## src/rtl/htfc_pkg.sv

```systemverilog
// ============================================================================
// htfc_pkg: shared types, constants and functions
// Holds the CRC-8 step, the divide-by-65535 helper and the frame byte slots.
// ============================================================================
`timescale 1ns / 1ps
`default_nettype none

package htfc_pkg;

    // CRC-8: polynomial 0x31, seed 0xFF, no final XOR, MSB first
    localparam logic [7:0] CRC_POLY = 8'h31;
    localparam logic [7:0] CRC_INIT = 8'hFF;

    // Byte slots within the six-byte reply
    localparam logic [2:0] POS_T_MSB = 3'd0;
    localparam logic [2:0] POS_T_LSB = 3'd1;
    localparam logic [2:0] POS_T_CRC = 3'd2;
    localparam logic [2:0] POS_H_MSB = 3'd3;
    localparam logic [2:0] POS_H_LSB = 3'd4;
    localparam logic [2:0] POS_H_CRC = 3'd5;

    // Conversion scale factors
    localparam logic [15:0] T_CENTI_SCALE = 16'd17500;
    localparam logic [15:0] H_CENTI_SCALE = 16'd10000;
    localparam logic [7:0]  T_WHOLE_SCALE = 8'd175;
    localparam logic [6:0]  H_WHOLE_SCALE = 7'd100;
    localparam logic [14:0] T_CENTI_OFFSET = 15'd4500;
    // 45 * 65535, offset of the exact temperature numerator
    localparam logic [24:0] T_WHOLE_OFFSET = 25'd2949075;
    // Half of the 65535 divisor, rounds the whole-unit values
    localparam logic [31:0] ROUND_HALF = 32'd32767;

    // One finished frame handed to the conversion stages
    typedef struct packed {
        logic        crc_ok;
        logic [15:0] temperature_raw;
        logic [15:0] humidity_raw;
    } frame_word_t;

    // One CRC-8 byte update, eight shift steps
    function automatic logic [7:0] crc8_update(input logic [7:0] crc, input logic [7:0] b);
        logic [7:0] c;
        c = crc ^ b;
        for (int k = 0; k < 8; k++)
        begin
            if (c[7])
            begin
                c = {c[6:0], 1'b0} ^ CRC_POLY;
            end
            else
            begin
                c = {c[6:0], 1'b0};
            end
        end
        return c;
    endfunction

    // floor(x / 65535) for x below 2^31: x>>16 is low by at most one, and
    // the remainder against that estimate is x[15:0] + (x>>16).
    function automatic logic [15:0] div65535(input logic [31:0] x);
        logic [15:0] q0;
        logic [16:0] rem;
        q0  = x[31:16];
        rem = {1'b0, x[15:0]} + {1'b0, q0};
        return (rem >= 17'd65535) ? q0 + 16'd1 : q0;
    endfunction

endpackage

`default_nettype wire

```

## src/rtl/htfc_convert.sv

```systemverilog
// ============================================================================
// htfc_convert: raw-to-engineering-unit conversion
// Two stages: constant scaling, then divide by 65535 with offset and rounding.
// ============================================================================
`timescale 1ns / 1ps
`default_nettype none

module htfc_convert (
    input  wire logic                  clk,
    input  wire logic                  rst_n,
    input  wire logic                  word_valid,
    output      logic                  word_stall,
    input  wire htfc_pkg::frame_word_t word,
    output      logic                  result_valid,
    input  wire logic                  result_stall,
    output      logic signed [14:0]    temperature_centi,
    output      logic [13:0]           humidity_centi,
    output      logic signed [8:0]     temperature_whole,
    output      logic [6:0]            humidity_whole,
    output      logic                  crc_ok
);

    // Stage 2: scaled products
    logic               s2_valid_reg;
    logic               s2_ok_reg;
    logic [30:0]        s2_t_prod_reg;
    logic [29:0]        s2_h_prod_reg;
    logic signed [24:0] s2_t_num_reg;
    logic [22:0]        s2_h_num_reg;

    logic [23:0]        t_x175;
    logic signed [24:0] t_num_next;

    // Stage 3: result register
    logic               s3_valid_reg;
    logic signed [14:0] s3_tc_reg, s3_tc_next;
    logic [13:0]        s3_hc_reg, s3_hc_next;
    logic signed [8:0]  s3_tw_reg, s3_tw_next;
    logic [6:0]         s3_hw_reg, s3_hw_next;
    logic               s3_ok_reg;

    logic               s3_ready;
    logic               s2_ready;

    logic [15:0]        tc_quot;
    logic [15:0]        hc_quot;
    logic [23:0]        t_mag;
    logic [15:0]        tw_quot;
    logic [15:0]        hw_quot;

    // Stall chain: a stage loads when empty or when its contents move on
    assign s3_ready   = !s3_valid_reg || !result_stall;
    assign s2_ready   = !s2_valid_reg || s3_ready;
    assign word_stall = !s2_ready;

    // Stage 2 math: one constant multiply per path
    assign t_x175     = 24'(32'(word.temperature_raw) * 32'(htfc_pkg::T_WHOLE_SCALE));
    assign t_num_next = $signed({1'b0, t_x175}) - $signed(htfc_pkg::T_WHOLE_OFFSET);

    always_ff @(posedge clk or negedge rst_n)
    begin
        if (!rst_n)
        begin
            s2_valid_reg <= 1'b0;
        end
        else if (s2_ready)
        begin
            s2_valid_reg <= word_valid;
        end
    end

    always_ff @(posedge clk)
    begin
        if (s2_ready && word_valid)
        begin
            s2_ok_reg     <= word.crc_ok;
            s2_t_prod_reg <= 31'(32'(word.temperature_raw) * 32'(htfc_pkg::T_CENTI_SCALE));
            s2_h_prod_reg <= 30'(32'(word.humidity_raw) * 32'(htfc_pkg::H_CENTI_SCALE));
            s2_t_num_reg  <= t_num_next;
            s2_h_num_reg  <= 23'(32'(word.humidity_raw) * 32'(htfc_pkg::H_WHOLE_SCALE)
                                 + htfc_pkg::ROUND_HALF);
        end
    end

    // Stage 3 math: divide by 65535, offset, sign, zero on CRC failure
    assign tc_quot = htfc_pkg::div65535({1'b0, s2_t_prod_reg});
    assign hc_quot = htfc_pkg::div65535({2'b00, s2_h_prod_reg});
    assign t_mag   = s2_t_num_reg[24] ? 24'(-s2_t_num_reg) : s2_t_num_reg[23:0];
    assign tw_quot = htfc_pkg::div65535(32'(t_mag) + htfc_pkg::ROUND_HALF);
    assign hw_quot = htfc_pkg::div65535(32'(s2_h_num_reg));

    always_comb
    begin
        s3_tc_next = '0;
        s3_hc_next = '0;
        s3_tw_next = '0;
        s3_hw_next = '0;
        if (s2_ok_reg)
        begin
            s3_tc_next = $signed(15'(tc_quot) - htfc_pkg::T_CENTI_OFFSET);
            s3_hc_next = 14'(hc_quot);
            s3_tw_next = s2_t_num_reg[24] ? -$signed(9'(tw_quot)) : $signed(9'(tw_quot));
            s3_hw_next = 7'(hw_quot);
        end
    end

    always_ff @(posedge clk or negedge rst_n)
    begin
        if (!rst_n)
        begin
            s3_valid_reg <= 1'b0;
        end
        else if (s3_ready)
        begin
            s3_valid_reg <= s2_valid_reg;
        end
    end

    always_ff @(posedge clk)
    begin
        if (s3_ready && s2_valid_reg)
        begin
            s3_tc_reg <= s3_tc_next;
            s3_hc_reg <= s3_hc_next;
            s3_tw_reg <= s3_tw_next;
            s3_hw_reg <= s3_hw_next;
            s3_ok_reg <= s2_ok_reg;
        end
    end

    assign result_valid      = s3_valid_reg;
    assign temperature_centi = s3_tc_reg;
    assign humidity_centi    = s3_hc_reg;
    assign temperature_whole = s3_tw_reg;
    assign humidity_whole    = s3_hw_reg;
    assign crc_ok            = s3_ok_reg;

endmodule

`default_nettype wire
```

## config.mk

```make
export PLATFORM = sky130hd
export DESIGN_NAME = htfc_convert
export DESIGN_NICKNAME = d
export VERILOG_FILES = /design/src/rtl/htfc_pkg.sv /design/src/rtl/htfc_convert.sv
export SDC_FILE = /design/constraint.sdc
export NUM_CORES = 1
export LEC_CHECK = 0
export ABC_AREA = 1
export BUFFER_PORTS_ARGS = -buffer_cell sky130_fd_sc_hd__buf_2
export CORE_UTILIZATION = 45
export DETAILED_ROUTE_END_ITERATION = 8
export SLEW_MARGIN = 10
export SYNTH_ARGS = -nofsm -noshare
export SYNTH_HDL_FRONTEND = slang
export SYNTH_SLANG_ARGS = --single-unit
```

## constraint.sdc

```tcl
create_clock -name clk -period 12.45 [get_ports clk]
set_input_delay 1.8675 -clock clk [delete_from_list [all_inputs] [get_ports clk]]
set_output_delay 1.8675 -clock clk [all_outputs]
set_load 0.02 [all_outputs]
```

==> metrics.yaml, run 1 <==
status: "finished clean"
grt_pass1_vias: 14400
numCtsBuffers: 17
fin_ws_ps: 5750
synth_edf_count: 148
min_period_ps: 6700
max_freq_mhz: 149
wl_per_cell_um: 13.9
num_rows: 76
routed-wl-met3_mm: 1.28
tightestPinTransition_ps: 1030
vdd_drop_max_mv: 0.119
grt_pass1_wl_mm: 69.7
post_cts_buffers: 0
drt_pass1_iterations: 5
ys_warn_count: 0
num-fill-cells: 4072
cp_data_arrival_time_ps: 6890
setup_viol: 0
ys_seq_area_share_pct: 22.8
cts_root_buf: "clkbuf_16"
synthSimpleGateAreaFrac_pct: 18.1
syn_to_final_growth_pct: 8.74
synth.top_cell.area_share_pct: 22.6
drv_slew: 0
place_hpwl_mm: 36.1
intPower_w: 0.00229
drt_iter0_markers: 736
core_um2: 43100
yosys_most_used_dff: "edfxtp_1"
overflow: 0
largest_reg_flops: 29
cts_resized: 0
clk_latency_ps: 450
switching_share_pct: 50.6
initial_utilization_pct: 45.7
path_class: "primary input to register"
synth_fa_ha_area_share_pct: 35.5
grt_start_max_net_pins: 78
pwr-share-clk_pct: 11.1
antenna_found_initial: 0
synthCells: 2303
crit_buf_inv: 6
worst_clock_skew_ps: 10.5
relSlewSlack_pct: 31.2
tns_ps: 0
seq_power_share_pct: 22.0
tritoncts: "done"
drc_errors: 0
die_area_um2: 44600
gr-usage-all-layers_pct: 19.6
critPathMaxStageDelay_ps: 530
crit_fanout: 8
synth_top_family_by_area: "adder cells"
place_congestion: 0.891
ant_nets: 0
ctsHoldBuffers: 0
startpoint_type: "primary input"
yosys.area.top_type: "edfxtp_1"
avgViaCountPerCell: 4.90
cts_num_sinks: 150
hold_violations: 0
top_layer: "met4"
die_h_um: 211
drive_gt1_share_pct: 9.29
synthXorXnorAreaFrac_pct: 6.22
diodes: 0
vias: 14700
cp-end-kind: "register"
async_flop_share_pct: 1.33
final_common_cell: "inv_1"
synth.area.top_cells: "edfxtp_1 23%, ha_1 20%, fa_1 15%"
avgSynthCellArea_um2: 8.55
rsz0062_at_grt: "no"
switchingPower_w: 0.00234
synth_cell_types: 53
synth-compound-area-share_pct: 6.68
slowest_stage: "fa_1"
worst_path_most_repeated_cell: "nand3_1"
hp-class: "register to register"
place_ws_ps: 5310
combPwrFrac_pct: 66.8
final_cell_mix: "526 x inv_1, 353 x nand2_1, 316 x ha_1"
yosys-mux-area-fraction_pct: 0
htree_levels: 4
synth_seq_cells: 150
cap_violations: 0
routed_wl_mm: 41.7
io_pins: 85
port_buffers: 84
finalCritPeriodShare_pct: 53.8
clockBufferDepth: 2
cellLeakagePower_nw: 11.2
clkTransAtPathRegs_ps: 70
critPathTopFamily: "adder cells"
dr_wl_met2_mm: 18.3
drt-met1-wl_mm: 21.5
powerDensity_nw_per_um2: 216
required_ps: 12640
synthesis.nets: 2808
nets: 2903
synth_area_um2: 19700
die_w_um: 211
-- final timing paths --
check / startpoint / to / slack [ps] / cells after the start
setup / recovery: word[21] / s2_t_prod_reg[29] / 5750 / 32
min in group asynchronous: rst_n / s2_valid_reg / 1190 / 1
hold reg to reg: s2_valid_reg / result_valid / 510 / 2
setup reg to reg: s2_t_num_reg[24] / temperature_whole[6] / 6570 / 30
hold / removal: s2_valid_reg / result_valid / 510 / 2
max in group asynchronous: rst_n / result_valid / 11160 / 1
-- stage by stage --
step | utilization [%] | instances | hold WS (ps) | area [um2] | power, W
2_1_floorplan | - | 2303 | 433 | 19700 | 0.00332
3_3_place_gp | 48.3 | 2964 | 474 | 20800 | 0.00407
3_5_place_dp | 48.3 | 2964 | 491 | 20800 | 0.00412
4_1_cts | 49.7 | 2996 | 509 | 21400 | 0.00466
5_1_grt | 49.7 | 2996 | 535 | 21400 | 0.00512
6_report | 49.7 | 2996 | 507 | 21400 | 0.00463
-- metal layers --
layer,up-vias,GRT usage [%]
met5,-,0
met4,0,4.50
met3,34,2.22
met2,246,31.1
met1,6838,28.4
li1,7569,-
-- layout make-up --
| class | instances | area, um2 | area share (%) |
|---|---|---|---|
| multi-input cells | 1600 | 13100 | 61.3 |
| flip-flops and latches | 150 | 4490 | 21.0 |
| inverters | 542 | 2040 | 9.51 |
| well taps | 585 | 732 | 3.42 |
| repair buffers | 87 | 443 | 2.07 |
| clock buffers | 17 | 425 | 1.99 |
| clock inverters | 15 | 163 | 0.760 |
-- cell usage after synthesis (4+ instances only) --
master    number
nor3_1        24
inv_2         13
buf_2          5
o21ai_0       55
nand3b_1       8
nand2_4       14
xnor2_1       30
a31oi_1        5
nor2_2        19
o211ai_1       6
or2_2          4
edfxtp_1     148
o21bai_1       9
nand2_1      353
nor2_4         8
o21ai_1        4
nand3_1      122
a21o_1         4
nor4_1         5
inv_1        527
clkbuf_1       4
o21a_1         4
nand3_2       12
fa_1         152
nand4_1       24
a21oi_1      133
and2_1         5
xor2_1       108
nand2_2       23
ha_1         316
nor2_1       125
-- kinds of logic after synthesis --
group,count (synthesis)
DFF,150
and+or+nand+nor,755
xor gates and xnor gates,139
AOI/OAI and AO/OA,238
adders and majority gates,468
buffers and inverters,553
-- power by group through the flow --
stage	Combinational (W)	Sequential (W)	Clock, W
6_report	0.00310	0.00102	0.000516
5_1_grt	0.00353	0.00104	0.000548
4_1_cts	0.00311	0.00102	0.000528
3_5_place_dp	0.00309	0.00103	0
2_1_floorplan	0.00231	0.00101	0
3_3_place_gp	0.00305	0.00103	0
-- worst min-delay path, cell delays in order, from the launching register on --
cell and delay, ps:
dfrtp_1 320, inv_1 80, nand2_1 70
Note: power is estimated with default switching activity, not from simulation.
==> run 2, diff against run 1 <==
==> constraint.sdc (replaced) <==
create_clock -name clk -period 6.9 [get_ports clk]
set_input_delay 1.035 -clock clk [delete_from_list [all_inputs] [get_ports clk]]
set_output_delay 1.035 -clock clk [all_outputs]
set_load 0.02 [all_outputs]
==> run 2 against run 1 <==
Sequential share of layout area about the same. Worst hold slack worse by 150 ps. Combinational power up 80%. Clock skew up 3.6 ps. Count of clock-buffer cells in the layout up 2. Final area about the same. Largest power group unchanged. Highest routed layer unchanged.
==> metrics.yaml, run 2 (same netlist as run 1, synthesis figures left out) <==
required_ps: 7090  # -5550 ps
tns_ps: 0  # unchanged
cts_num_sinks: 150  # unchanged
critPathMaxStageDelay_ps: 530  # about the same
rrSetupSlack_ps: 1120  # -5450 ps
core_um2: 43100  # unchanged
worst_path_most_repeated_cell: "nand3_1"
clkTransAtPathRegs_ps: 70  # about the same
grt_start_max_net_pins: 69  # -12%
clk_latency_ps: 450  # about the same
worst_clock_skew_ps: 14.0  # +3.57 ps
vias: 14700  # -0.020%
nets: 2903  # unchanged
overflow: 0  # unchanged
io_pins: 85  # unchanged
crit_end: "s2_t_prod_reg[29]"
intPower_w: 0.00413  # +80%
ff2ff_path_depth: 29  # -3.3%
cellLeakagePower_nw: 11.1  # -0.21%
switchingPower_w: 0.00422  # +80%
rsz0062_at_grt: "no"
cts_root_buf: "clkbuf_16"
drt_iter0_markers: 730  # -0.82%
numCtsBuffers: 17  # unchanged
hold_violations: 0  # unchanged
crit_cells: 32  # unchanged
place_hpwl_mm: 36.3  # +0.70%
num-fill-cells: 4066  # -0.15%
combPwrFrac_pct: 67.0  # +0.2 points
switching_share_pct: 50.5  # about the same
seq_power_share_pct: 22.1  # about the same
crit_fanout: 8  # unchanged
initial_utilization_pct: 45.7  # unchanged
min_period_ps: 5910
die_area_um2: 44600  # unchanged
tightestPinTransition_ps: 1030  # -2.52 ps
max_freq_mhz: 169
port_buffers: 84  # unchanged
pwr-share-clk_pct: 10.9  # -0.2 points
drive_gt1_share_pct: 9.21  # -0.083 points
grt_pass1_wl_mm: 70.8  # +1.6%
die_w_um: 211  # unchanged
gr-usage-all-layers_pct: 19.8  # +0.28 points
routed_wl_mm: 42.0  # +0.66%
final_common_cell: "inv_1"
setup_viol: 0  # unchanged
cp-end-kind: "register"
critPathTopFamily: "adder cells"
cap_violations: 0  # unchanged
tritoncts: "done"
ctsHoldBuffers: 0  # unchanged
r2r_end: "temperature_whole[6]"
drv_slew: 0  # unchanged
antenna_found_initial: 0  # unchanged
relSlewSlack_pct: 31.4  # +0.17 points
syn_to_final_growth_pct: 8.65  # about the same
largest_reg_flops: 29  # unchanged
place_congestion: 0.899  # +0.91%
num_rows: 76  # unchanged
worstReg2RegStart: "s2_t_num_reg[24]"
clockBufferDepth: 2  # unchanged
htree_levels: 4  # unchanged
final_cell_mix: "526 x inv_1, 353 x nand2_1, 316 x ha_1"
placed_cell_area_um2: 20800  # unchanged
finalPower_w: 0.00834  # +80%
drt_pass1_iterations: 5  # unchanged
grt_pass1_vias: 14600  # +1.1%
diodes: 0  # unchanged
wl_per_cell_um: 14.0  # +0.66%
drc_errors: 0  # unchanged
path_class: "primary input to register"
startpoint_type: "primary input"
slowest_stage: "fa_1"
cts_resized: 0  # unchanged
crit_start: "word[21]"
final_area_um2: 21400  # about the same
fin_util_pct: 49.7  # about the same
hp-class: "primary input to asynchronous set/reset pin"
finalCritPeriodShare_pct: 85.6
status: "finished clean"
ant_nets: 0  # unchanged
vdd_drop_max_mv: 0.212  # +78%
avgViaCountPerCell: 4.90  # about the same
crit_buf_inv: 6  # unchanged
powerDensity_nw_per_um2: 390  # +80%
post_cts_buffers: 0  # unchanged
die_h_um: 211  # unchanged
cp_data_arrival_time_ps: 6100  # -790 ps
## run 2: routing by layer
metal  vias up  global-route usage (%)  part of all wire [%]
met2       272                    31.6                    44
li1       7569                       -                     -
met1      6819                    28.9                    51
met5         -                       0                     0
met3        24                    2.36                   3.9
met4         0                    4.07                  0.96
## run 2: power groups by stage
stage	registers [W]	logic [W]	clock network, W
finish	0.00184	0.00559	0.000909
global route	0.00188	0.00641	0.000962
CTS	0.00184	0.00563	0.000930
detailed placement	0.00186	0.00559	0
global placement	0.00186	0.00550	0
floorplan	0.00183	0.00416	0
## run 2: worst min-delay path by stage
stage | start | end | slack [ps]
3_5_place_dp | s2_valid_reg | result_valid | 490
6_report | rst_n | result_valid | 360
3_3_place_gp | s2_valid_reg | result_valid | 470
5_1_grt | rst_n | result_valid | 340
4_1_cts | rst_n | result_valid | 340
2_1_floorplan | s2_valid_reg | result_valid | 430
## run 2: area by class of cell
type,count,area (um2),share of cell area (%)
sequential,150,4490,21.0
clock inverter,13,136,0.638
inverter,542,2040,9.52
timing repair buffer,87,443,2.07
tap,585,732,3.42
clock buffer,19,433,2.02
multi-input combinational,1600,13100,61.3
## run 2: through the flow
stage | setup slack [ps] | hold slack, ps | std cells
3_5_place_dp | 539 | 493 | 2964
6_report | 994 | 358 | 2996
4_1_cts | 1000 | 340 | 2996
2_1_floorplan | 1190 | 433 | 2303
3_3_place_gp | 627 | 473 | 2964
5_1_grt | 462 | 343 | 2996
==> run 3, diff against run 2 <==
--- a/config.mk
+++ b/config.mk
@@ -7,8 +7,11 @@
 export LEC_CHECK = 0
 export ABC_AREA = 1
 export BUFFER_PORTS_ARGS = -buffer_cell sky130_fd_sc_hd__buf_2
-export CORE_UTILIZATION = 45
+export CELL_PAD_IN_SITES_DETAIL_PLACEMENT = 2
+export CELL_PAD_IN_SITES_GLOBAL_PLACEMENT = 2
+export CORE_UTILIZATION = 40
 export DETAILED_ROUTE_END_ITERATION = 8
+export PLACE_DENSITY_LB_ADDON = 0.1
 export SLEW_MARGIN = 10
 export SYNTH_ARGS = -nofsm -noshare
 export SYNTH_HDL_FRONTEND = slang
==> run 3 against run 2 <==
Sequential cell count stayed put. Count of clock-buffer cells in the layout decreased by 2. Die area grew 12%. First-iteration DRC count is 43% lower. Non-clock buffer count increased by 2. Sequential share of layout area shrank 0.12 points. Clock skew down 1.7 ps. Worst hold slack worse by 21 ps. Highest routed layer unchanged. Largest power group unchanged. Global-route usage up 4.0 points. Worst setup slack got worse by 350 ps.
==> metrics.yaml, run 3 (same netlist as run 1, synthesis figures left out) <==
path_class: "primary input to register"
syn_to_final_growth_pct: 9.27
final_common_cell: "inv_1"
final_area_um2: 21500  # +0.57%
finalCritPeriodShare_pct: 90.7  # +5.1 points
holdWs_ps: 337  # -20.6 ps
post_cts_buffers: 0  # unchanged
cp-end-kind: "register"
max_freq_mhz: 160  # -5.6%
rsz0062_at_grt: "no"
core_um2: 48100  # +12%
nets: 2905  # +0.069%
ant_nets: 0  # unchanged
place_hpwl_mm: 49.0  # +35%
rrSetupSlack_ps: 770  # -350 ps
powerDensity_nw_per_um2: 404  # +3.5%
crit_fanout: 9  # +1
port_buffers: 84  # unchanged
place_congestion: 0.857  # -4.7%
cp_data_arrival_time_ps: 6470  # +370 ps
drt_pass1_iterations: 4  # -1
placed_cell_area_um2: 20900  # +0.50%
io_pins: 85  # unchanged
slowest_stage: "fa_1"
hp-class: "primary input to asynchronous set/reset pin"
wl_per_cell_um: 18.3  # +31%
numCtsBuffers: 17  # unchanged
vias: 15500  # +5.8%
required_ps: 7110  # +20 ps
num_rows: 80  # +5.3%
routed-wl-met3_mm: 1.02  # -37%
cellLeakagePower_nw: 11.2  # +0.21%
crit_buf_inv: 6  # unchanged
cts_num_sinks: 150  # unchanged
critPathTopFamily: "adder cells"
hold_violations: 0  # unchanged
drc_errors: 0  # unchanged
ctsHoldBuffers: 0  # unchanged
diodes: 0  # unchanged
setup_viol: 0  # unchanged
grt_pass1_wl_mm: 93.6  # +32%
gr-usage-all-layers_pct: 23.8  # +4.0 points
startpoint_type: "primary input"
antenna_found_initial: 0  # unchanged
die_w_um: 224  # +6.0%
drt_iter0_markers: 414  # -43%
top_layer: "met4"
grt_pass1_vias: 18100  # +24%
overflow: 0  # unchanged
largest_reg_flops: 29  # unchanged
drive_gt1_share_pct: 9.29  # +0.079 points
critPathMaxStageDelay_ps: 550  # +20 ps
ff2ff_path_depth: 33  # +14%
clk_latency_ps: 470  # +20 ps
die_area_um2: 50100  # +12%
status: "finished clean"
initial_utilization_pct: 40.9  # -4.8 points
htree_levels: 4  # unchanged
avgViaCountPerCell: 5.06  # +3.3%
min_period_ps: 6260  # +351 ps
worst_path_most_repeated_cell: "nand3_1"
clkTransAtPathRegs_ps: 70  # about the same
cap_violations: 0  # unchanged
worst_clock_skew_ps: 12.3  # -1.72 ps
clockBufferDepth: 2  # unchanged
die_h_um: 224  # +6.0%
cts_resized: 0  # unchanged
tritoncts: "done"
crit_cells: 32  # unchanged
cts_root_buf: "clkbuf_16"
tightestPinTransition_ps: 888  # -141 ps
vdd_drop_max_mv: 0.217  # +2.3%
drv_slew: 0  # unchanged
finalPower_w: 0.00868  # +4.0%
grt_start_max_net_pins: 68  # -1.4%
routed_wl_mm: 56.3  # +34%
tns_ps: 0  # unchanged
final_cell_mix: "526 x inv_1, 353 x nand2_1, 316 x ha_1"
drt-met1-wl_mm: 24.6  # +15%
dr_wl_met2_mm: 29.5  # +59%
relSlewSlack_pct: 40.8  # +9.4 points
## run 3: changes by cell type in the layout (fill, tap and decap cells not counted), sizes merged
cell,change
clkbuf,-2
clkinv,+1
clkinvlp,-1
buf,+2
bufinv,+1
## run 3: through the flow
stage	setup slack [ps]	cells	util, %
2_1_floorplan	1190	2303	-
3_3_place_gp	588	3037	43.5
3_5_place_dp	156	3037	43.5
4_1_cts	606	3068	44.7
5_1_grt	91.0	3068	44.7
6_report	643	3068	44.7
## run 3: cell type report
type                            instances  area [um2]
Clock buffer                           17         425
Clock inverter                         14         163
Fill cell                            5362       26600
Inverter                              542        2040
Multi-Input combinational cell       1600       13100
Sequential cell                       150        4490
Tap cell                              656         821
Timing Repair Buffer                   89         458
## run 3: worst reg2reg max path: cells and delay by family (launching register included)
kind            cells  cell delay [ps]
xor+xnor            2              580
buf+inv             2              480
simple gates       24             2930
compound gates      3              740
flops               1              630
fa+ha+maj           2              550
## run 3: routing by layer
layer,vias to the layer above,track usage (%)
met5,-,0
met4,0,6.96
met3,73,2.75
met2,160,44.4
met1,7730,28.5
li1,7569,-
## run 3: worst paths after layout
kind	start	end
setup / recovery	word[19]	s2_t_prod_reg[29]
hold / removal	rst_n	s2_valid_reg
setup reg to reg	s2_t_num_reg[24]	temperature_whole[6]
hold reg to reg	s2_valid_reg	result_valid
max in group asynchronous	rst_n	result_valid
min in group clk	s2_valid_reg	result_valid
## run 3: power by group
| part | leakage [nW] | internal, W | switching (W) |
|---|---|---|---|
| Combinational | 9.42 | 0.00208 | 0.00377 |
| Sequential | 1.46 | 0.00158 | 0.000268 |
| Clock | 0.283 | 0.000540 | 0.000433 |
